==> src/design/rme_pkg.sv <==
`default_nettype none
package rme_pkg;

  localparam int MAX_POWER_DEF   = 16;
  localparam int COUNT_WIDTH_DEF = 10;
  localparam int FRAC_BITS       = 20;
  localparam int ITER_W          = 10;   // max_iterations field width
  localparam int POWF_W          = 5;    // power_p / power_q field width
  localparam int ACC_W           = 66;   // accumulator of the product unit
  localparam int WIDE_W          = 46;   // dividend / divisor magnitude range

  localparam logic signed [ACC_W-1:0] S32_MAX = ACC_W'(64'sh7fff_ffff);
  localparam logic signed [ACC_W-1:0] S32_MIN = -ACC_W'(64'sh8000_0000);
  localparam logic signed [ACC_W-1:0] ESC_LIM = ACC_W'(64'sd10000) <<< (2 * FRAC_BITS);
  localparam logic signed [31:0]      Q_ONE   = 32'sd1 <<< FRAC_BITS;

  typedef enum logic [2:0] {
    CFG_A_REAL   = 3'd0,
    CFG_A_IMAG   = 3'd1,
    CFG_POWER_P  = 3'd2,
    CFG_POWER_Q  = 3'd3,
    CFG_MAX_ITER = 3'd4
  } cfg_idx_e;

  // control of the shared complex product unit
  typedef struct packed {
    logic start;
    logic conj;     // multiply by the conjugate of b
    logic noshift;  // keep full products (exact magnitude test)
  } cmac_ctl_t;

  function automatic logic signed [31:0] sat32(input logic signed [ACC_W-1:0] v);
    logic signed [31:0] r;
    if (v > S32_MAX)      r = 32'sh7fff_ffff;
    else if (v < S32_MIN) r = 32'sh8000_0000;
    else                  r = v[31:0];
    return r;
  endfunction

endpackage
`default_nettype wire

==> src/design/rme_cmac.sv <==
`default_nettype none
// Shared complex multiply-accumulate: one 32x32 product per cycle.
// s0 = f(ar*br) -/+ f(ai*bi), s1 = f(ai*br) +/- f(ar*bi), f = floor(>>20) or identity.
module rme_cmac import rme_pkg::*; (
  input  logic                    clk_i,
  input  logic                    rst_ni,
  input  cmac_ctl_t               ctl_i,
  input  logic signed [31:0]      ar_i,
  input  logic signed [31:0]      ai_i,
  input  logic signed [31:0]      br_i,
  input  logic signed [31:0]      bi_i,
  output logic                    done_o,
  output logic signed [ACC_W-1:0] s0_o,
  output logic signed [ACC_W-1:0] s1_o
);

  logic                    active_q, done_q, conj_q, nosh_q;
  logic [2:0]              cnt_q;
  logic signed [31:0]      ar_q, ai_q, br_q, bi_q;
  logic signed [63:0]      prod_q;
  logic signed [ACC_W-1:0] s0_q, s1_q, f;
  logic signed [31:0]      mul_a, mul_b;

  always_comb begin
    mul_a = (cnt_q == 3'd0 || cnt_q == 3'd2) ? ar_q : ai_q;
    mul_b = (cnt_q == 3'd0 || cnt_q == 3'd3) ? br_q : bi_q;
    f     = nosh_q ? ACC_W'(prod_q) : ACC_W'(prod_q >>> FRAC_BITS);
  end

  always_ff @(posedge clk_i or negedge rst_ni) begin
    if (!rst_ni) begin
      active_q <= 1'b0;
      done_q   <= 1'b0;
      cnt_q    <= '0;
    end else begin
      done_q <= !ctl_i.start && active_q && (cnt_q == 3'd4);
      if (ctl_i.start) begin
        active_q <= 1'b1;
        cnt_q    <= '0;
      end else if (active_q) begin
        cnt_q <= cnt_q + 3'd1;
        if (cnt_q == 3'd4) begin
          active_q <= 1'b0;
        end
      end
    end
  end

  always_ff @(posedge clk_i) begin
    if (ctl_i.start) begin
      ar_q   <= ar_i;
      ai_q   <= ai_i;
      br_q   <= br_i;
      bi_q   <= bi_i;
      conj_q <= ctl_i.conj;
      nosh_q <= ctl_i.noshift;
    end
    prod_q <= mul_a * mul_b;
    if (active_q) begin
      case (cnt_q)
        3'd1:    s0_q <= f;
        3'd2:    s0_q <= conj_q ? s0_q + f : s0_q - f;
        3'd3:    s1_q <= conj_q ? -f : f;
        3'd4:    s1_q <= s1_q + f;
        default: ;
      endcase
    end
  end

  assign done_o = done_q;
  assign s0_o   = s0_q;
  assign s1_o   = s1_q;

endmodule
`default_nettype wire

==> config.mk <==
export PLATFORM = sky130hd
export DESIGN_NAME = rme_cmac
export DESIGN_NICKNAME = d
export VERILOG_FILES = /design/src/design/rme_pkg.sv /design/src/design/rme_cmac.sv
export SDC_FILE = /design/constraint.sdc
export NUM_CORES = 2
export LEC_CHECK = 0
export BUFFER_PORTS_ARGS = -buffer_cell sky130_fd_sc_hd__buf_2
export CORE_UTILIZATION = 53
export CTS_BUF_LIST = sky130_fd_sc_hd__clkbuf_8
export CTS_CLUSTER_DIAMETER = 50
export DETAILED_ROUTE_END_ITERATION = 10
export GPL_TIMING_DRIVEN = 0
export PLACE_DENSITY = 0.7
export SLEW_MARGIN = 15
export SYNTH_ARGS = -nofsm -noshare
export SYNTH_HDL_FRONTEND = slang
export SYNTH_SLANG_ARGS = --single-unit
export TNS_END_PERCENT = 5
==> constraint.sdc <==
create_clock -name clk_i -period 9.8 [get_ports clk_i]
set_input_delay 2.45 -clock clk_i [delete_from_list [all_inputs] [get_ports clk_i]]
set_output_delay 2.45 -clock clk_i [all_outputs]
set_load 0.02 [all_outputs]
* After elaboration in Yosys (flattened, before gate mapping)
Cells that the tools add are included.
Storage, ports and cells: word-level logic and storage cells 45, output and inout port bits 133, flip-flop bits (word level) 331
Cells by class: multiply operators 1, eq/ne operators 4, reductions and logical operators 11, muxes and demuxes 12, add/sub/neg operators 5
Operator list (number):
- 66-bit one-hot mux with 2 select lines | 2
- 66-bit by 64-bit adder with 66-bit output | 2
- 66-bit 2-to-1 mux | 2
- 64-bit negator with 66-bit output | 1
- 66-bit by 64-bit subtractor with 66-bit output | 1
- 32-bit by 32-bit multiplier with 64-bit output | 1
- 32-bit 2-to-1 mux | 2
- 63-bit 2-to-1 mux | 1
- 3-bit by 2-bit equality test with 1-bit output (second input constant) | 2
- 3-bit 2-to-1 mux | 2
- 2-bit nonzero test | 3
- 2-bit AND reduction | 2
- 3-bit by 1-bit adder with 3-bit output (second input constant) | 1
- 3-bit by 1-bit equality test with 1-bit output (second input constant) | 1
- 3-bit equality test (second input constant) | 1
- 3-bit zero test | 1
- 1-bit 2-to-1 mux | 3
- 1-bit logical AND | 2
- 1-bit logical OR | 2
- 1-bit zero test | 1

* Longest topological paths before layout
depth after elaboration 4, mapped depth 37, gate-level depth less buffers 33

* Worst setup path before layout
No wires, ideal clock.
path type flip-flop to flip-flop, from register cnt_q[0], to register prod_q[63], library setup time 0.121 ns, cell stages (with the launch flop) 35, setup slack 0.496 ns, arrival 9.183 ns, cells stage by stage dfrtp_1 -> ha_1 -> ha_1 -> a21oi_1 -> clkbuf_1 -> buf_1 -> mux2_2 -> clkbuf_1 -> nand2_1 -> fa_1 -> inv_1 -> fa_1 -> inv_1 -> fa_1 -> fa_1 -> inv_1 -> fa_1 -> fa_1 -> fa_1 -> inv_1 -> fa_1 -> inv_1 -> ha_1 -> clkbuf_1 -> and3_1 -> nand2_1 -> nor4_1 -> and3_1 -> a32oi_1 -> a31o_2 -> o311ai_0 -> nand2_1 -> o21ai_0 -> a21oi_1 -> xnor2_1
On the way: word-level cells in the longest chain between the ends 4
Ends and longest elaborated chain:
- start: declaration | RTL line rme_cmac.sv:18 | logic [2:0] cnt_q;
- start signal: assignment | RTL line rme_cmac.sv:41 | cnt_q <= cnt_q + 3'd1;
- 3-bit by 2-bit equality test with 1-bit output (tied with other cells) | RTL line rme_cmac.sv:25 | mul_a = (cnt_q == 3'd0 || cnt_q == 3'd2) ? ar_q : ai_q;
- 1-bit logical OR, on equally long branches | RTL line rme_cmac.sv:25, rme_cmac.sv:26
- 32-bit 2-to-1 mux, on equally long branches | RTL line rme_cmac.sv:25, rme_cmac.sv:26
- 32-bit by 32-bit multiplier with 64-bit output (*) | RTL line rme_cmac.sv:58 | prod_q <= mul_a * mul_b;
- end signal: assignment | RTL line rme_cmac.sv:58
- end: declaration | RTL line rme_cmac.sv:20 | logic signed [63:0] prod_q;
Every way passes the cells marked *; elsewhere a longest branch is shown, timed or not. A chain may end at the register's enable or synchronous reset.

* Worst setup path in the final report
from register cnt_q[0], to register prod_q[58]
The elaborated chain is that of the path after synthesis.

==> key figures <==
Status
  • Result of the run: finished, violations left
  • Violations in the final reports: setup timing

Clock network
  • Clock buffers created by TritonCTS: 66
  • H-tree levels: 3
  • Max Buffers Root-to-Sink: 3
  • Clk Latency, worst-skew pair: 0.78 ns
  • Hold Buf Count CTS: 0
  • Clock transition at the registers of the reported paths: 0.06 ns
  • CTS Root Buffer Type: clkbuf_8
  • TritonCTS clock tree: built
  • TritonCTS Sinks: 331

Synth
  • Count of yosys warnings during synthesis: 0
  • Synth cell count leaders: fa_1, inv_1, nor2_1
  • Sequential fraction of the synthesis area: 0.1608
  • Syn Std Cell Area: 57,670 um^2
  • Fraction of synthesized cell area in xor and xnor cells: 0.04723
  • Compound-Gate Fraction of Synth Area: 0.09524
  • Cell count after synthesis: 6,245
  • Net count after synthesis: 7,782
  • Number of enable-type register cells in the synthesized netlist: 262
  • Total of flip-flops plus latches after synthesis: 331
  • Top-area cell type share of the netlist area: 0.3763
  • Asr flop ratio synth: 0.01511
  • Mux cell area share after synthesis: 0.03241
  • Arithmetic-cell share of the synthesized area counting full adders, half adders and majority gates: 0.4457
  • Most used flip-flop cell after synthesis: edfxtp_1
  • Top cells by area, synth: fa_1, edfxtp_1, inv_1
  • Synth area leader: fa_1
  • Distinct cell type count after synthesis: 85
  • Main combinational cell family by area after synthesis: adder cells
  • Post-Syn Area per Cell: 9.235 um^2
  • Basic-gate share of the synthesized area counting and, or, nand and nor cells: 0.1290

Critical path
  • Startpoint of the lowest-slack register-to-register path: cnt_q[0]$_DFFE_PN0P_
  • Setup crit end kind: flop
  • Critical path start-end classification: reg -> reg
  • Cell with the largest stage delay on the worst path: fa_1
  • Register-to-Register Path Depth: 30
  • Most Frequent Cell on Critical Path: fa_1
  • Arrival @ worst endpoint: 10.43 ns
  • Crit path max fanout: 10
  • R2r endpoint: prod_q[58]$_DFF_P_
  • Slowest Stage Delay on Critical Path: 0.60 ns
  • Critical Path Start Type: flop
  • CP required: 10.41 ns
  • Minimum setup slack among reg-to-reg paths: -0.02 ns

GRT
  • Global Route Usage Sum: 0.4221
  • First-pass GRT wire length: 332.3 mm
  • Largest net degree at the start of global routing: 97
  • Vias in the first global route: 48,970
  • Total overflow reported by the global router: 0
  • Antenna violations before repair: 8

Detailed routing
  • Number of iterations in the first detailed-routing pass: 6
  • Via count: 48,080
  • Routed length per instance: 28.33 um
  • Routed wire length on met2: 100.8 mm
  • ANT nets after route: 0
  • Remaining DRCs: 0
  • DR top layer: met5
  • Iter 0 DRT Violations: 4,670
  • Met1 wire length: 85.18 mm
  • DRT Wirelength: 229.7 mm
  • WL met3: 25.18 mm
  • Ratio of routed vias to standard cells: 5.930

Floorplan
  • FP Rows: 120
  • Die extent in y: 331.9 um
  • Die Area: 110,100 um^2
  • Initial cell density of the core: 0.5365
  • Number of top-level pins: 266
  • Die X-Extent: 331.9 um
  • Core footprint: 107,500 um^2

Finish
  • Layout overhead on the synthesized area: 11.78%
  • Footprint of the flip-flops and latches: 9274 um^2
  • Ratio of cells with drive above 1 in the final layout: 0.1166
  • Total of fill cells in the finished design: 9,614
  • Total area of multi-input combinational cells: 44,060 um^2
  • Final Net Count: 8,186

STA
  • Slew of the pin with the lowest slew margin: 1.222 ns
  • Normalized max-slew margin: 0.1623
  • RSZ-0062 raised after global routing: yes
  • Portion of the clock cycle consumed by the worst path in the final layout: 1.002
  • Count of final hold-check violations: 0
  • Final setup fails: 2
  • Maximum clock rate: 0.1018 GHz
  • Setup clock skew after layout: 0.08117 ns
  • Total count of max-transition violations in the final report: 0
  • Minimum clock period: 9.820 ns
  • Post-route worst setup slack: -0.01993 ns

Worst hold path
  • Hold path endpoint: cnt_q[1]$_DFFE_PN0P_
  • HP Class: reg -> reg
  • Launch point of the worst hold path: cnt_q[1]$_DFFE_PN0P_
  • Worst Hold Path Cells: 2

Placed design
  • Quantity of I/O buffers inserted on ports: 265
  • Post-Place Worst Slack: -4.161 ns
  • RD Place Congestion: 1.044
  • Final HPWL from detailed placement: 191.2 mm

Flow run
  • Maximum capacitance violations: 0
[state kept, by name (all words and copies together) (netlist names)]
signal    cells
conj_q        1
ai_q         32
s1_o         66
nosh_q        1
cnt_q         3
s0_o         66
done_o        1
prod_q       64
ar_q         32
bi_q         32
br_q         32
active_q      1
[cells in the final DEF (no fill, tap or decap), types with 49 or more instances in the layout]
master    count
nand2_1     686
xor2_1       64
dfxtp_1      64
a21o_1      135
inv_1      1099
fa_1       1078
o21ai_0     143
a21oi_1     357
mux2_2       49
nor2_1      758
clkbuf_1    103
buf_4        66
buf_2       280
edfxtp_1    262
clkbuf_8     94
xnor2_1     247
ha_1        315
[layout make-up]
class / instances / share of cell area
Antenna cell: 6 / 0.0002329
Buffer: 269 / 0.02583
Clock buffer: 68 / 0.01452
Clock inverter: 50 / 0.007298
Inverter: 1088 / 0.06349
Multi-Input combinational cell: 4547 / 0.6835
Sequential cell: 331 / 0.1439
Tap cell: 1403 / 0.02723
Timing Repair Buffer: 346 / 0.03403
[kinds of logic (layout without fill, tap and decap cells)]
| logic type | Yosys count | count (layout) |
|---|---|---|
| and+or+nand+nor | 1766 | 1766 |
| muxes | 177 | 177 |
| DFF | 331 | 331 |
| xor gates and xnor gates | 311 | 311 |
| other | 0 | 6 |
| buffers and inverters | 1367 | 1821 |
| AOI/OAI and AO/OA | 889 | 889 |
| adders and majority gates | 1404 | 1404 |
[how the worst max path moves through the flow]
stage	startpoint	to
after floorplan	cnt_q[0]$_DFFE_PN0P_	prod_q[63]$_DFF_P_
after global placement	cnt_q[0]$_DFFE_PN0P_	prod_q[58]$_DFF_P_
after detailed placement	cnt_q[0]$_DFFE_PN0P_	prod_q[58]$_DFF_P_
after CTS	cnt_q[0]$_DFFE_PN0P_	prod_q[63]$_DFF_P_
after global routing	cnt_q[0]$_DFFE_PN0P_	prod_q[58]$_DFF_P_
final	cnt_q[0]$_DFFE_PN0P_	prod_q[58]$_DFF_P_
[critical path: cells and delay by family, from the launching register on]
family	cells	cell delay, ns
AO/OA/AOI/OAI	9	2.17
XOR/XNOR	1	0.14
adder cells (fa/ha/maj)	10	4.71
buffers and inverters	6	1.28
flip-flops	1	0.40
multiplexers	1	0.44
AND/OR/NAND/NOR	3	0.50
[metrics by stage]
step,instances,setup TNS [ns],instance area [um^2],hold WS [ns],utilization
floorplan,6245,0,57670,0.5383,-
global placement,7913,-181.61,60750,0.5660,0.5651
detailed placement,7933,-157.09,61230,0.5721,0.5696
CTS,8086,0,64150,0.5856,0.5967
global route,8103,-2.001,64450,0.6558,0.5995
finish,8108,-0.02558,64460,0.5797,0.5996
[metal layers]
metal,track usage,vias to the layer above
met4,0.2685,10
li1,-,20560
met1,0.5259,23740
met2,0.6527,3020
met3,0.1122,751
met5,0.008250,-
[repair_timing]
action                                  in CTS  in global routing
endpoints found under the setup margin      94                 26
setup buffers                               42                 19
pin swaps                                    8                  9
gates resized for setup                    362                 69
Power is left out: the tool's default activity adds up to more than one toggle a clock period on the data nets, which glitch-free logic cannot reach.
