===== src/design/rme_pkg.sv =====
`default_nettype none
package rme_pkg;

  localparam int MAX_POWER_DEF   = 16;
  localparam int COUNT_WIDTH_DEF = 10;
  localparam int FRAC_BITS       = 20;
  localparam int ITER_W          = 10;   // max_iterations field width
  localparam int POWF_W          = 5;    // power_p / power_q field width
  localparam int ACC_W           = 66;   // accumulator of the product unit
  localparam int WIDE_W          = 46;   // dividend / divisor magnitude range

  localparam logic signed [ACC_W-1:0] S32_MAX = ACC_W'(64'sh7fff_ffff);
  localparam logic signed [ACC_W-1:0] S32_MIN = -ACC_W'(64'sh8000_0000);
  localparam logic signed [ACC_W-1:0] ESC_LIM = ACC_W'(64'sd10000) <<< (2 * FRAC_BITS);
  localparam logic signed [31:0]      Q_ONE   = 32'sd1 <<< FRAC_BITS;

  typedef enum logic [2:0] {
    CFG_A_REAL   = 3'd0,
    CFG_A_IMAG   = 3'd1,
    CFG_POWER_P  = 3'd2,
    CFG_POWER_Q  = 3'd3,
    CFG_MAX_ITER = 3'd4
  } cfg_idx_e;

  // control of the shared complex product unit
  typedef struct packed {
    logic start;
    logic conj;     // multiply by the conjugate of b
    logic noshift;  // keep full products (exact magnitude test)
  } cmac_ctl_t;

  function automatic logic signed [31:0] sat32(input logic signed [ACC_W-1:0] v);
    logic signed [31:0] r;
    if (v > S32_MAX)      r = 32'sh7fff_ffff;
    else if (v < S32_MIN) r = 32'sh8000_0000;
    else                  r = v[31:0];
    return r;
  endfunction

endpackage
`default_nettype wire


===== src/design/rme_div.sv =====
`default_nettype none
// Restoring divider, one quotient bit per cycle: sat32(trunc(w * 2^20 / m)), m > 0.
module rme_div import rme_pkg::*; (
  input  logic                     clk_i,
  input  logic                     rst_ni,
  input  logic                     start_i,
  input  logic signed [WIDE_W-1:0] w_i,
  input  logic        [WIDE_W-1:0] m_i,
  output logic                     done_o,
  output logic signed [31:0]       q_o
);

  localparam int NUM_W = WIDE_W + FRAC_BITS;
  localparam int REM_W = WIDE_W + 1;
  localparam int CNT_W = $clog2(NUM_W + 1);
  localparam logic [NUM_W-1:0] POS_MAX = NUM_W'(64'h7fff_ffff);
  localparam logic [NUM_W-1:0] NEG_MAX = NUM_W'(64'h8000_0000);

  logic             run_q, fin_q, done_q, neg_q;
  logic [CNT_W-1:0] cnt_q;
  logic [NUM_W-1:0] num_q, quo_q;
  logic [REM_W-1:0] rem_q, trial;
  logic [WIDE_W-1:0] m_q, w_abs;
  logic             ge;
  logic signed [31:0] res_q;

  always_comb begin
    w_abs = w_i[WIDE_W-1] ? WIDE_W'(-w_i) : WIDE_W'(w_i);
    trial = {rem_q[REM_W-2:0], num_q[NUM_W-1]};
    ge    = trial >= {1'b0, m_q};
  end

  always_ff @(posedge clk_i or negedge rst_ni) begin
    if (!rst_ni) begin
      run_q  <= 1'b0;
      fin_q  <= 1'b0;
      done_q <= 1'b0;
      cnt_q  <= '0;
    end else begin
      done_q <= fin_q;
      fin_q  <= !start_i && run_q && (cnt_q == CNT_W'(NUM_W - 1));
      if (start_i) begin
        run_q <= 1'b1;
        cnt_q <= '0;
      end else if (run_q) begin
        cnt_q <= cnt_q + CNT_W'(1);
        if (cnt_q == CNT_W'(NUM_W - 1)) begin
          run_q <= 1'b0;
        end
      end
    end
  end

  always_ff @(posedge clk_i) begin
    if (start_i) begin
      neg_q <= w_i[WIDE_W-1];
      m_q   <= m_i;
      num_q <= {w_abs, {FRAC_BITS{1'b0}}};
      rem_q <= '0;
      quo_q <= '0;
    end else if (run_q) begin
      num_q <= {num_q[NUM_W-2:0], 1'b0};
      rem_q <= ge ? trial - {1'b0, m_q} : trial;
      quo_q <= {quo_q[NUM_W-2:0], ge};
    end
    if (fin_q) begin
      if (!neg_q) res_q <= (quo_q > POS_MAX) ? 32'sh7fff_ffff : $signed(quo_q[31:0]);
      else        res_q <= (quo_q > NEG_MAX) ? 32'sh8000_0000 : $signed(-quo_q[31:0]);
    end
  end

  assign done_o = done_q;
  assign q_o    = res_q;

endmodule
`default_nettype wire


===== config.mk =====
export PLATFORM = sky130hd
export DESIGN_NAME = rme_div
export DESIGN_NICKNAME = d
export VERILOG_FILES = /design/src/design/rme_pkg.sv /design/src/design/rme_div.sv
export SDC_FILE = /design/constraint.sdc
export NUM_CORES = 1
export LEC_CHECK = 0
export ABC_AREA = 1
export BUFFER_PORTS_ARGS = -buffer_cell sky130_fd_sc_hd__buf_4
export CAP_MARGIN = 20
export CELL_PAD_IN_SITES_DETAIL_PLACEMENT = 0
export CELL_PAD_IN_SITES_GLOBAL_PLACEMENT = 1
export CORE_MARGIN = 2
export CORE_UTILIZATION = 31
export CTS_BUF_LIST = sky130_fd_sc_hd__clkbuf_2
export CTS_CLUSTER_DIAMETER = 80
export DETAILED_ROUTE_END_ITERATION = 16
export GPL_TIMING_DRIVEN = 0
export PLACE_DENSITY = 0.61
export SYNTH_ARGS = -nofsm -noshare
export SYNTH_HDL_FRONTEND = slang
export SYNTH_SLANG_ARGS = --single-unit

===== constraint.sdc =====
create_clock -name clk_i -period 4.3 [get_ports clk_i]
set_clock_uncertainty 0.2 [all_clocks]
set_input_delay 0.86 -clock clk_i [delete_from_list [all_inputs] [get_ports clk_i]]
set_output_delay 0.86 -clock clk_i [all_outputs]
set_load 0.01 [all_outputs]

== After elaboration in Yosys (flattened, before gate mapping) ==
Index checks and enable logic that the tools add are counted.

* Order comparisons: 3
* Bitwise operators: 0
* $add $sub $neg: 4
* Multiplexer cells: 12
* Eq/ne operators: 1
* Multiply operators: 0
* Shifts and indexed selects: 0
* Div/mod/pow operators: 0
* Reduce and logical (&&, ||, !) cells: 4

{| class="wikitable"
|+ Operators with widths
! operator !! count
|-
| two-way mux 66 bit || 2
|-
| two-way mux 32 bit || 3
|-
| two-way mux 46 bit || 2
|-
| greater-than comparator 66 x 31 -> 1 bit, second input constant || 1
|-
| greater-than comparator 66 x 32 -> 1 bit, second input constant || 1
|-
| greater-or-equal comparator 47 x 46 -> 1 bit || 1
|-
| negator 46 bit || 1
|-
| subtractor 46 bit || 1
|-
| negator 32 bit || 1
|-
| two-way mux 7 bit || 2
|-
| adder 7 x 1 -> 7 bit, second input constant || 1
|-
| == test 7 bit, second input constant || 1
|-
| two-way mux 1 bit || 3
|-
| logical AND 1 bit || 2
|-
| nonzero test 2 bit || 1
|-
| logical NOT 1 bit || 1
|}

* Latch bits: 0
* Input port bits: 95
* Logic and storage cells: 34
* Memories: 0
* Bits in writable memories: 0
* Output and inout bits: 33
* Register bits: 247
* ROM bits: 0

== Longest topological paths before layout ==
Gate-level depths: netlist of the first run.

* Depth in word-level cells: 4
* Depth in mapped cells: 19
* Depth with buffers taken out: 18

== Worst setup path before layout of the first run ==
No wires, ideal clock.

* Path kind: input -> register
* Start point: in start_i
* End point: reg num_q[20], enable pin
* Arrival time: 2.285 ns
* Path buffers: 3
* Library setup time: 0.386 ns
* Path slack: 1.429 ns
* Required time: 3.714 ns
* Stages: 5
* Path through: clkbuf_1 -> nor2_1 -> inv_1 -> clkbuf_1 -> buf_2

* Cells in the longest elaborated chain, start to end: 1

{| class="wikitable"
|+ Ends and longest elaborated chain
! what !! line !! text
|-
| start, declared || rme_div.sv:6 || <nowiki>input logic start_i,</nowiki>
|-
| nonzero test 2 bit (no line) || -- ||
|-
| end signal, assigned || rme_div.sv:58 || <nowiki>num_q <= {w_abs, {FRAC_BITS{1'b0}}};</nowiki>
|-
| end signal, assigned || rme_div.sv:62 || <nowiki>num_q <= {num_q[NUM_W-2:0], 1'b0};</nowiki>
|-
| end, declared || rme_div.sv:21 || <nowiki>logic [NUM_W-1:0] num_q, quo_q;</nowiki>
|}

No other way between the ends.
A chain may end at the register's enable or synchronous reset.

== Worst setup path after layout of the first run ==
* Start point: in start_i
* End point: reg num_q[42], enable pin

Same word-level chain as after synthesis.

==> results of run 1 <==
power by group:
| group | switching [mW] | internal, mW |
|---|---|---|
| sequential | 0.0266 | 2.57 |
| combinational | 0.375 | 0.252 |
| clock | 1.11 | 0.747 |
stage by stage:
step                setup slack [ns]  utilization, %  area (sq um)  setup TNS [ns]  std cells
global placement              -0.387            35.1         17700          -20.04       3090
floorplan                       1.43               -         15900               0       2291
CTS                            0.927            38.0         19200               0       3300
detailed placement            -0.191            35.2         17700           -5.60       3092
global route                   0.770            38.1         19200               0       3305
finish                         0.885            38.1         19200               0       3305
critical path, cell delays in order:
cell and delay (ns):
buf_4 0.55, clkbuf_1 0.59, nor2_1 0.31, inv_1 0.16, clkbuf_1 0.47, buf_2 0.61, buf_12 0.27
layer usage:
metal / global-route usage [%] / wire length, um / vias to the layer above
li1: - / - / 7911
met1: 27.7 / 25700 / 6987
met2: 30.3 / 22400 / 345
met3: 3.54 / 2560 / 79
met4: 5.71 / 1060 / 0
met5: 0 / 0 / -
sequential cells by signal, summed over array words and instances (netlist names):
name / cells
quo_q: 66
m_q: 46
num_q: 46
rem_q: 46
q_o: 32
cnt_q: 7
done_o: 1
fin_q: 1
neg_q: 1
run_q: 1
cell type report:
| class | count | area (sq um) |
|---|---|---|
| timing repair buffer | 205 | 1760 |
| fill | 5505 | 31200 |
| inverter | 393 | 1480 |
| tap | 672 | 841 |
| sequential | 247 | 6250 |
| antenna | 5 | 12.5 |
| clock buffer | 110 | 551 |
| buffer | 65 | 334 |
| multi-input combinational | 1586 | 7830 |
| clock inverter | 22 | 128 |
repair_timing:
action | 4_1_cts | 5_1_grt
setup buffers | 0 | 0
endpoints found under the hold margin | 83 | 0
hold buffers | 76 | 0
synth_stat cells (38+ instances only):
cell type	instances	area share, %
o22ai_1	66	2.6
o21ai_0	79	2.5
nand2_1	747	18
inv_1	389	9.2
nor2_1	190	4.5
clkbuf_1	41	0.97
xor2_1	54	3.0
nand3b_1	40	1.9
dfxtp_1	112	14
a21oi_1	38	1.2
edfxtp_1	125	24
ha_1	50	3.9
nand3_1	169	5.3
cells by family (layout without fill, tap and decap cells):
| family | count (synthesis) | count (layout) | share of synthesized area (%) |
|---|---|---|---|
| simple gates | 1243 | 1243 | 33.3 |
| other cells | 0 | 5 | 0 |
| buf+inv | 458 | 795 | 11.4 |
| compound gates | 214 | 214 | 7.62 |
| flops | 247 | 247 | 39.3 |
| xor+xnor | 78 | 78 | 4.30 |
| fa+ha+maj | 51 | 51 | 4.06 |
worst paths after layout:
| kind | slack, ns | startpoint | to | cells past startpoint |
|---|---|---|---|---|
| max reg2reg | 1.38 | quo_q[0] | q_o[1] | 13 |
| min in group asynchronous | 0.63 | rst_ni | cnt_q[5] | 3 |
| max | 0.89 | start_i | num_q[42] | 7 |
| max in group asynchronous | 2.29 | rst_ni | cnt_q[4] | 4 |
| min | 0.13 | w_i[2] | num_q[22] | 3 |
| min reg2reg | 0.28 | quo_q[51] | quo_q[52] | 2 |
==> impl_metrics.ini, run 1 <==
[synth]
yosys_warnings = 0
synth_top_flop_cell = edfxtp_1
ys_types = 46
syn-instance-count = 2291
synth-seq-cells = 247
synth_edf_count = 125
synth_async_sr_flop_share_pct = 4.05
synth_area_sq_um = 15900
synth_fp_nets = 2437
synth_area_per_cell_sq_um = 6.93
ys_seq_area_share_pct = 39.3

[cts]
htreeDepth = 3
numClockSinks = 247
clk_latency_ns = 1.06
clock-root-buffer = clkbuf_2
cts_tree = done
path_clk_slew_ns = 0.09
cts_resized = 0
numCtsBuffers = 73
cts_max_path_buffers = 3

[detailed_routing]
wl_mm = 51.7
ant_nets = 0
drc = 0
drtIter0Drc = 977
routed_via_density = 4.64
via_count = 15322
first_pass_iters = 5
wire_per_inst_um = 15.7

[sta]
slew_violations = 0
tightest_slew_ns = 0.773
fmax_mhz = 293
fin_crit_ns = 3.41
setup_viol = 0
hold_viol = 0
timing.hold.ws_ns = 0.128
post-route-period-util_pct = 79.4
rsz0062_at_grt = false
slew_headroom_pct = 48.0

[global_route]
grt_pass1_vias = 14950
grt_pass1_wl_mm = 81.1
grt_overflow = 0
antenna_found_initial = 2
gr-usage-all-layers_pct = 19.6
grt_max_degree = 49

[placed_design]
io_buffers = 127
gp_congestion = 0.899
dp_hpwl_mm = 39.8

[power_and_ir_drop]
power.total_mw = 5.08
powerDensity_nw_per_um2 = 265
cellLeakagePower_nw = 9.57
vdd_drop_max_mv = 0.153

[floorplanning]
start_util_pct = 31.5
io_pins = 128
num_rows = 82
core-area_sq_um = 50400
fp.dieH_um = 230
die_w_um = 230
dieArea_sq_um = 53100

[layout]
drive_gt1_share_pct = 11.4
layout.nets = 2717
areaGrowthSynthToFinish_pct = 20.7
final_common_cell = nand2_1
mostFrequentLayoutCells = 747 x nand2_1, 389 x inv_1, 190 x nor2_1

[worst_setup_path]
cp_max_fo = 48
cp.arrival_ns = 3.86
critPathRequiredTime_ns = 4.75
cp-end-kind = register
critPathLaunchType = primary input
path_class = primary input to register

[flow_run]
maxCapViolations = 0

[run_status]
status = completed

[worst_hold_path]
min_path_type = primary input to register
No activity file was read; power rests on OpenSTA's default activity.
==> inputs of run 2 (changes only) <==
ABC_AREA = 0   (was 1)
clock period = 2.73 ns   (was 4.3 ns; I/O delays follow)
==> run 2 against run 1 <==
Effect of this change:
- the flow now finishes with violations (negative setup slack)
- highest routed layer unchanged
- critical endpoint is now q_o[9]
- sequential power up 59%
- count of clock-buffer cells in the layout up 1
- critical path depth up 7
- combinational power up 87%
==> impl_metrics.ini, run 2 <==
[synth]
ys_seq_area_share_pct = 45.1
synth_common_cells = 183 x nor2_1, 135 x nand2_1, 125 x edfxtp_1, 112 x dfxtp_1, 89 x a21oi_1
synth_area_per_cell_sq_um = 9.40
yosys_warnings = 0
synthSimpleGateAreaFrac_pct = 18.1
synth_async_sr_flop_share_pct = 4.05
synthMuxAreaShare_pct = 6.62
synth_area_sq_um = 13900
ys_types = 65
synth_top_family_by_area = simple AND/OR/NAND/NOR gates
synthAdderAreaFrac_pct = 4.66
syn-instance-count = 1473
synth-seq-cells = 247
yosys.area_share.xor_xnor_pct = 5.63
synth_fp_nets = 1619
synth_compound_area_share_pct = 15.8
synth.most_common_cell = nor2_1
synth_edf_count = 125
yosys-top-cells-area = edfxtp_1 27%, dfxtp_1 16%, nor2_1 5.0%
synth_area_leader_cell = edfxtp_1
synth_top_flop_cell = edfxtp_1
synth_top_area_share_pct = 27.1

[sta]
tightest_slew_ns = 1.01
timing.hold.ws_ns = 0.0249
fin_crit_ns = 3.76
hold_viol = 0
fmax_mhz = 266
slew_headroom_pct = 32.8
post-route-period-util_pct = 138
setup_ws_ns = -1.03
setup_viol = 90
tns_ns = -53.93
slew_violations = 0
rsz0062_at_grt = true

[worst_setup_path]
reg2reg_from = quo_q[1]
cp_max_fo = 6
cp-end-kind = register
rrSetupSlack_ns = -1.03
reg2reg_depth = 14
path_class = register to register
cp.arrival_ns = 4.35
worstReg2RegEnd = q_o[9]
critPathLaunchType = register
critPathRequiredTime_ns = 3.32

[cts]
numCtsBuffers = 72
clk_latency_ns = 0.97
clock-root-buffer = clkbuf_2
path_clk_slew_ns = 0.10
htreeDepth = 3
numClockSinks = 247
cts_max_path_buffers = 3
cts_tree = done

[floorplanning]
die_w_um = 215
dieArea_sq_um = 46400
io_pins = 128
num_rows = 77
core-area_sq_um = 44100
start_util_pct = 31.4
fp.dieH_um = 215

[placed_design]
pre_cts_slack_ns = -1.77
io_buffers = 127
gp_congestion = 0.834
dp_cells = 2193
dp_hpwl_mm = 28.3

[global_route]
gr-usage-all-layers_pct = 18.6
grt_overflow = 0
grt_pass1_vias = 12818
antenna_found_initial = 1
grt_pass1_wl_mm = 69.2
grt_max_degree = 48

[detailed_routing]
drc = 0
routed_via_density = 5.00
first_pass_iters = 5
via_count = 12816
wl_met3_mm = 1.88
ant_nets = 0
wire_per_inst_um = 17.2
wl_mm = 44.2
top_layer = met4
met1_length_mm = 21.4
drtIter0Drc = 575
dr_wl_met2_mm = 19.7

[layout]
final_common_cell = buf_4
drive_gt1_share_pct = 35.6
fillers = 4329
layout.nets = 2059
fin_cells = 2563
regMostFlops = quo_q
areaGrowthSynthToFinish_pct = 50.0
largest_reg_flops = 66
multi_input_area_sq_um = 8800
seq_area_sq_um = 6270
mostFrequentLayoutCells = 196 x buf_4, 175 x nor2_1, 135 x dlygate4sd3_1

[power_and_ir_drop]
cellLeakagePower_nw = 9.13
power.total_mw = 8.26
vdd_drop_max_mv = 0.254
powerDensity_nw_per_um2 = 397

[worst_hold_path]
min_path_cells = 5
hold_end = num_q[36]
min_path_type = primary input to register
hold_path.startpoint = w_i[15]

[run_status]
failed_checks = negative setup slack
status = finished, violations left

[flow_run]
maxCapViolations = 0
run 2: cell count changes after synthesis, sizes merged, moves of 31 or more:
cell | before | now
a311oi | 0 | 35
a21oi | 39 | 89
o22ai | 66 | 2
nand2 | 756 | 135
clkbuf | 41 | 74
nand3 | 170 | 29
inv | 391 | 58
a211o | 0 | 31
a21o | 0 | 31
mux2i | 0 | 68
nand3b | 40 | 2
run 2: area by class of cell:
class | instances | share of cell area (%)
Antenna cell | 1 | 0.0120
Multi-Input combinational cell | 1078 | 42.4
Tap cell | 592 | 3.56
Buffer | 75 | 2.38
Clock buffer | 111 | 2.67
Clock inverter | 20 | 0.656
Timing Repair Buffer | 381 | 17.1
Sequential cell | 247 | 30.2
Inverter | 58 | 1.06
run 2: worst max path at each step:
| stage | from | endpoint | slack [ns] | cells after the start |
|---|---|---|---|---|
| 6_report | quo_q[1] | q_o[9] | -1.03 | 14 |
| 5_1_grt | quo_q[0] | q_o[9] | -1.16 | 14 |
| 4_1_cts | quo_q[0] | q_o[26] | -1.0 | 14 |
| 3_5_place_dp | quo_q[0] | q_o[24] | -1.77 | 13 |
| 3_3_place_gp | quo_q[11] | q_o[25] | -1.76 | 12 |
| 2_1_floorplan | w_i[10] | num_q[59] | -1.11 | 11 |
run 2: metrics by stage:
step                      area [sq um]  util [%]
final                            20800      47.1
after global routing             20800      47.1
after CTS                        19700      44.7
after detailed placement         16200      36.6
after global placement           16100      36.6
after floorplan                  14400         -
run 2: kinds of logic after synthesis:
group,after synthesis
AO/OA/AOI/OAI,322
XOR/XNOR,89
adder cells (fa/ha/maj),51
buffers and inverters,149
flip-flops,247
multiplexers,89
AND/OR/NAND/NOR,526
run 2: worst max-delay path: stages, from the launching register on:
cell       delay (ns)
dfxtp_4          0.35
inv_2            0.06
ha_4             0.13
nor3b_4          0.21
nand3_2          0.11
or3_4            0.36
or3_4            0.38
or3_4            0.38
or3_4            0.37
o41ai_4          0.23
buf_6            0.18
nand3_4          0.12
bufbuf_16        0.32
nor3_2           0.09
a211o_1          0.14
run 2: timing repair:
action                                  CTS  global route
endpoints found under the hold margin   149             3
hold buffers                            138             3
pin swaps                               104            90
endpoints found under the setup margin  134           130
resized for setup                       184           203
cloned                                    8             3
setup buffers                            74            40
run 2: metal layers:
metal,global-route usage (%),vias up
met5,0,-
met4,6.62,0
met3,3.33,84
met2,29.5,262
met1,25.6,6210
li1,-,6260
run 2: power by group:
| part | internal, mW | total (mW) | leakage, nW | switching, mW |
|---|---|---|---|---|
| combinational | 0.592 | 1.17 | 6.33 | 0.577 |
| sequential | 4.06 | 4.11 | 2.28 | 0.0554 |
| clock | 1.27 | 2.98 | 0.534 | 1.71 |
| total | 5.92 | 8.26 | 9.13 | 2.34 |
==> inputs of run 3 (changes only) <==
PLACE_DENSITY = 0.58   (was 0.61)
clock period = 3.7 ns   (was 2.73 ns; I/O delays follow)
==> run 3 against run 2 <==
Effect of this change:
- the run still ends with negative setup slack left
- count of clock-buffer cells in the layout up 4
- cell count down 4.6%
- register-to-register slack better by 0.95 ns
- sequential share of layout area up 4.4 points
- non-clock buffer count down 122
- critical path type unchanged
- largest cell class unchanged
==> impl_metrics.ini, run 3 (synthesis results as in run 2) <==
[layout]
final_common_cell = nor2_1
mostFrequentLayoutCells = 182 x nor2_1, 160 x buf_4, 133 x nand2_1
fin_util_pct = 41.1
regMostFlops = quo_q
fin_cells = 2444
final_cell_area_sq_um = 18100
layout.nets = 1936
largest_reg_flops = 66
seq_area_sq_um = 6250
fillers = 4574
multi_input_area_sq_um = 7620
drive_gt1_share_pct = 23.8
areaGrowthSynthToFinish_pct = 30.8

[sta]
rsz0062_at_grt = true
post-route-period-util_pct = 102
setup_ws_ns = -0.0767
slew_violations = 0
slew_headroom_pct = 35.5
tightest_slew_ns = 0.968
fin_crit_ns = 3.78
setup_viol = 17
hold_viol = 0
timing.hold.ws_ns = 0.0976
fmax_mhz = 265

[cts]
cts_tree = done
htreeDepth = 3
clk_latency_ns = 0.97
cts_max_path_buffers = 3
numCtsBuffers = 71
clock-root-buffer = clkbuf_2
path_clk_slew_ns = 0.09
numClockSinks = 247

[placed_design]
io_buffers = 127
dp_cells = 2194
dp_hpwl_mm = 28.5
place_area_sq_um = 15800
gp_congestion = 0.839

[worst_setup_path]
reg2reg_depth = 10
critPathLaunch = quo_q[0]
critical_path_depth = 10
cp.arrival_ns = 4.24
cpLargestDelayFamily = simple AND/OR/NAND/NOR gates
path_cells = buf_4 -> nor3_2 -> nand4b_1 -> or3_4 -> or3_1 -> or3_1 -> or3_1 -> or3_4 -> nor3b_2 -> a211o_1
cp-end-kind = register
cpMostUsedCell = or3_1
cp_max_fo = 4
path_class = register to register
critPathRequiredTime_ns = 4.17
cpPeakStageDelay_ns = 0.40
cp_slowest_cell = or3_4
worstReg2RegEnd = q_o[29]
critPathLaunchType = register
worst-path-buf-inv = 1
rrSetupSlack_ns = -0.08
reg2reg_from = quo_q[0]
crit_path_end = q_o[29]

[detailed_routing]
routed_via_density = 4.98
drtIter0Drc = 596
via_count = 12169
first_pass_iters = 5
wire_per_inst_um = 17.0
wl_mm = 41.5
drc = 0
ant_nets = 0

[power_and_ir_drop]
power_frac_comb_pct = 11.7
p_sw_share_pct = 28.0
powerDensity_nw_per_um2 = 321
p_sw_mw = 1.63
cellLeakagePower_nw = 8.04
clockPowerShare_pct = 36.2
p_int_mw = 4.19
vdd_drop_max_mv = 0.191
pwr-share-seq_pct = 52.1

[global_route]
antenna_found_initial = 4
gr-usage-all-layers_pct = 17.9
grt_pass1_vias = 12463
grt_max_degree = 52
grt_pass1_wl_mm = 66.9
grt_overflow = 0

[run_status]
status = finished, violations left
failed_checks = negative setup slack

[floorplanning]
num_rows = 77
core-area_sq_um = 44100
start_util_pct = 31.4
fp.dieH_um = 215
die_w_um = 215
io_pins = 128
dieArea_sq_um = 46400

[worst_hold_path]
min_path_type = primary input to register

[flow_run]
maxCapViolations = 0
==> run 3: cell types whose count changed in the layout (fill, tap and decap cells not counted), sizes merged, moves of 3 or more <==
cell         delta
buf            -75
dlygate4sd3    -46
clkbuf          +5
diode           +5
clkinv          -3
==> run 3: area by class of cell <==
class	instances	area share (%)
Inverter	58	1.22
Clock buffer	115	3.18
Buffer	77	2.13
Sequential cell	247	34.5
Clock inverter	14	0.435
Timing Repair Buffer	257	12.3
Antenna cell	6	0.0828
Multi-Input combinational cell	1078	42.0
Tap cell	592	4.09
==> run 3: worst min path at each step <==
stage               cells past startpoint  slack (ns)  startpoint        end
floorplan                               0        0.24      rst_ni   cnt_q[0]
global placement                        2        0.28   quo_q[65]  quo_q[65]
detailed placement                      2        0.29   quo_q[65]  quo_q[65]
CTS                                     3      0.0004     w_i[12]  num_q[32]
global route                            3        0.02     w_i[14]  num_q[34]
finish                                  3         0.1     w_i[25]  num_q[45]
==> run 3: metal layers <==
metal,vias to the layer above,routed length (um),GRT usage [%],share of wire (%)
li1,6023,-,-,-
met1,5798,20200,24.3,49
met2,258,18400,28.3,44
met3,88,1640,3.65,4.0
met4,2,1160,6.69,2.8
met5,-,11,0,0.027
==> run 3: power groups by stage <==
stage	logic (mW)	registers, mW	clock network (mW)
6_report	0.683	3.03	2.10
5_1_grt	0.754	3.04	2.34
4_1_cts	0.676	3.03	2.22
3_5_place_dp	0.585	3.09	0
3_3_place_gp	0.583	3.09	0
2_1_floorplan	0.355	3.08	0
==> run 3: metrics by stage <==
| step | TNS [ns] | worst slack (ns) | total power [mW] |
|---|---|---|---|
| after floorplan | -5.63 | -0.334 | 3.43 |
| final | -0.561 | -0.0767 | 5.82 |
| after global routing | -4.49 | -0.207 | 6.13 |
| after CTS | -2.29 | -0.124 | 5.92 |
| after global placement | -84.15 | -0.975 | 3.68 |
| after detailed placement | -73.79 | -0.890 | 3.68 |
==> run 3: worst min-delay path, stage by stage <==
cell and delay, ns:
buf_4 0.10, xor2_1 0.07, a21oi_1 0.17
==> run 3: repair_timing <==
action,in CTS,in global routing
setup endpoints to repair,78,77
pin swaps,30,30
endpoints found under the hold margin,97,0
gates resized for setup,74,48
gates cloned,3,0
buffers inserted,24,12
hold buffers,89,0
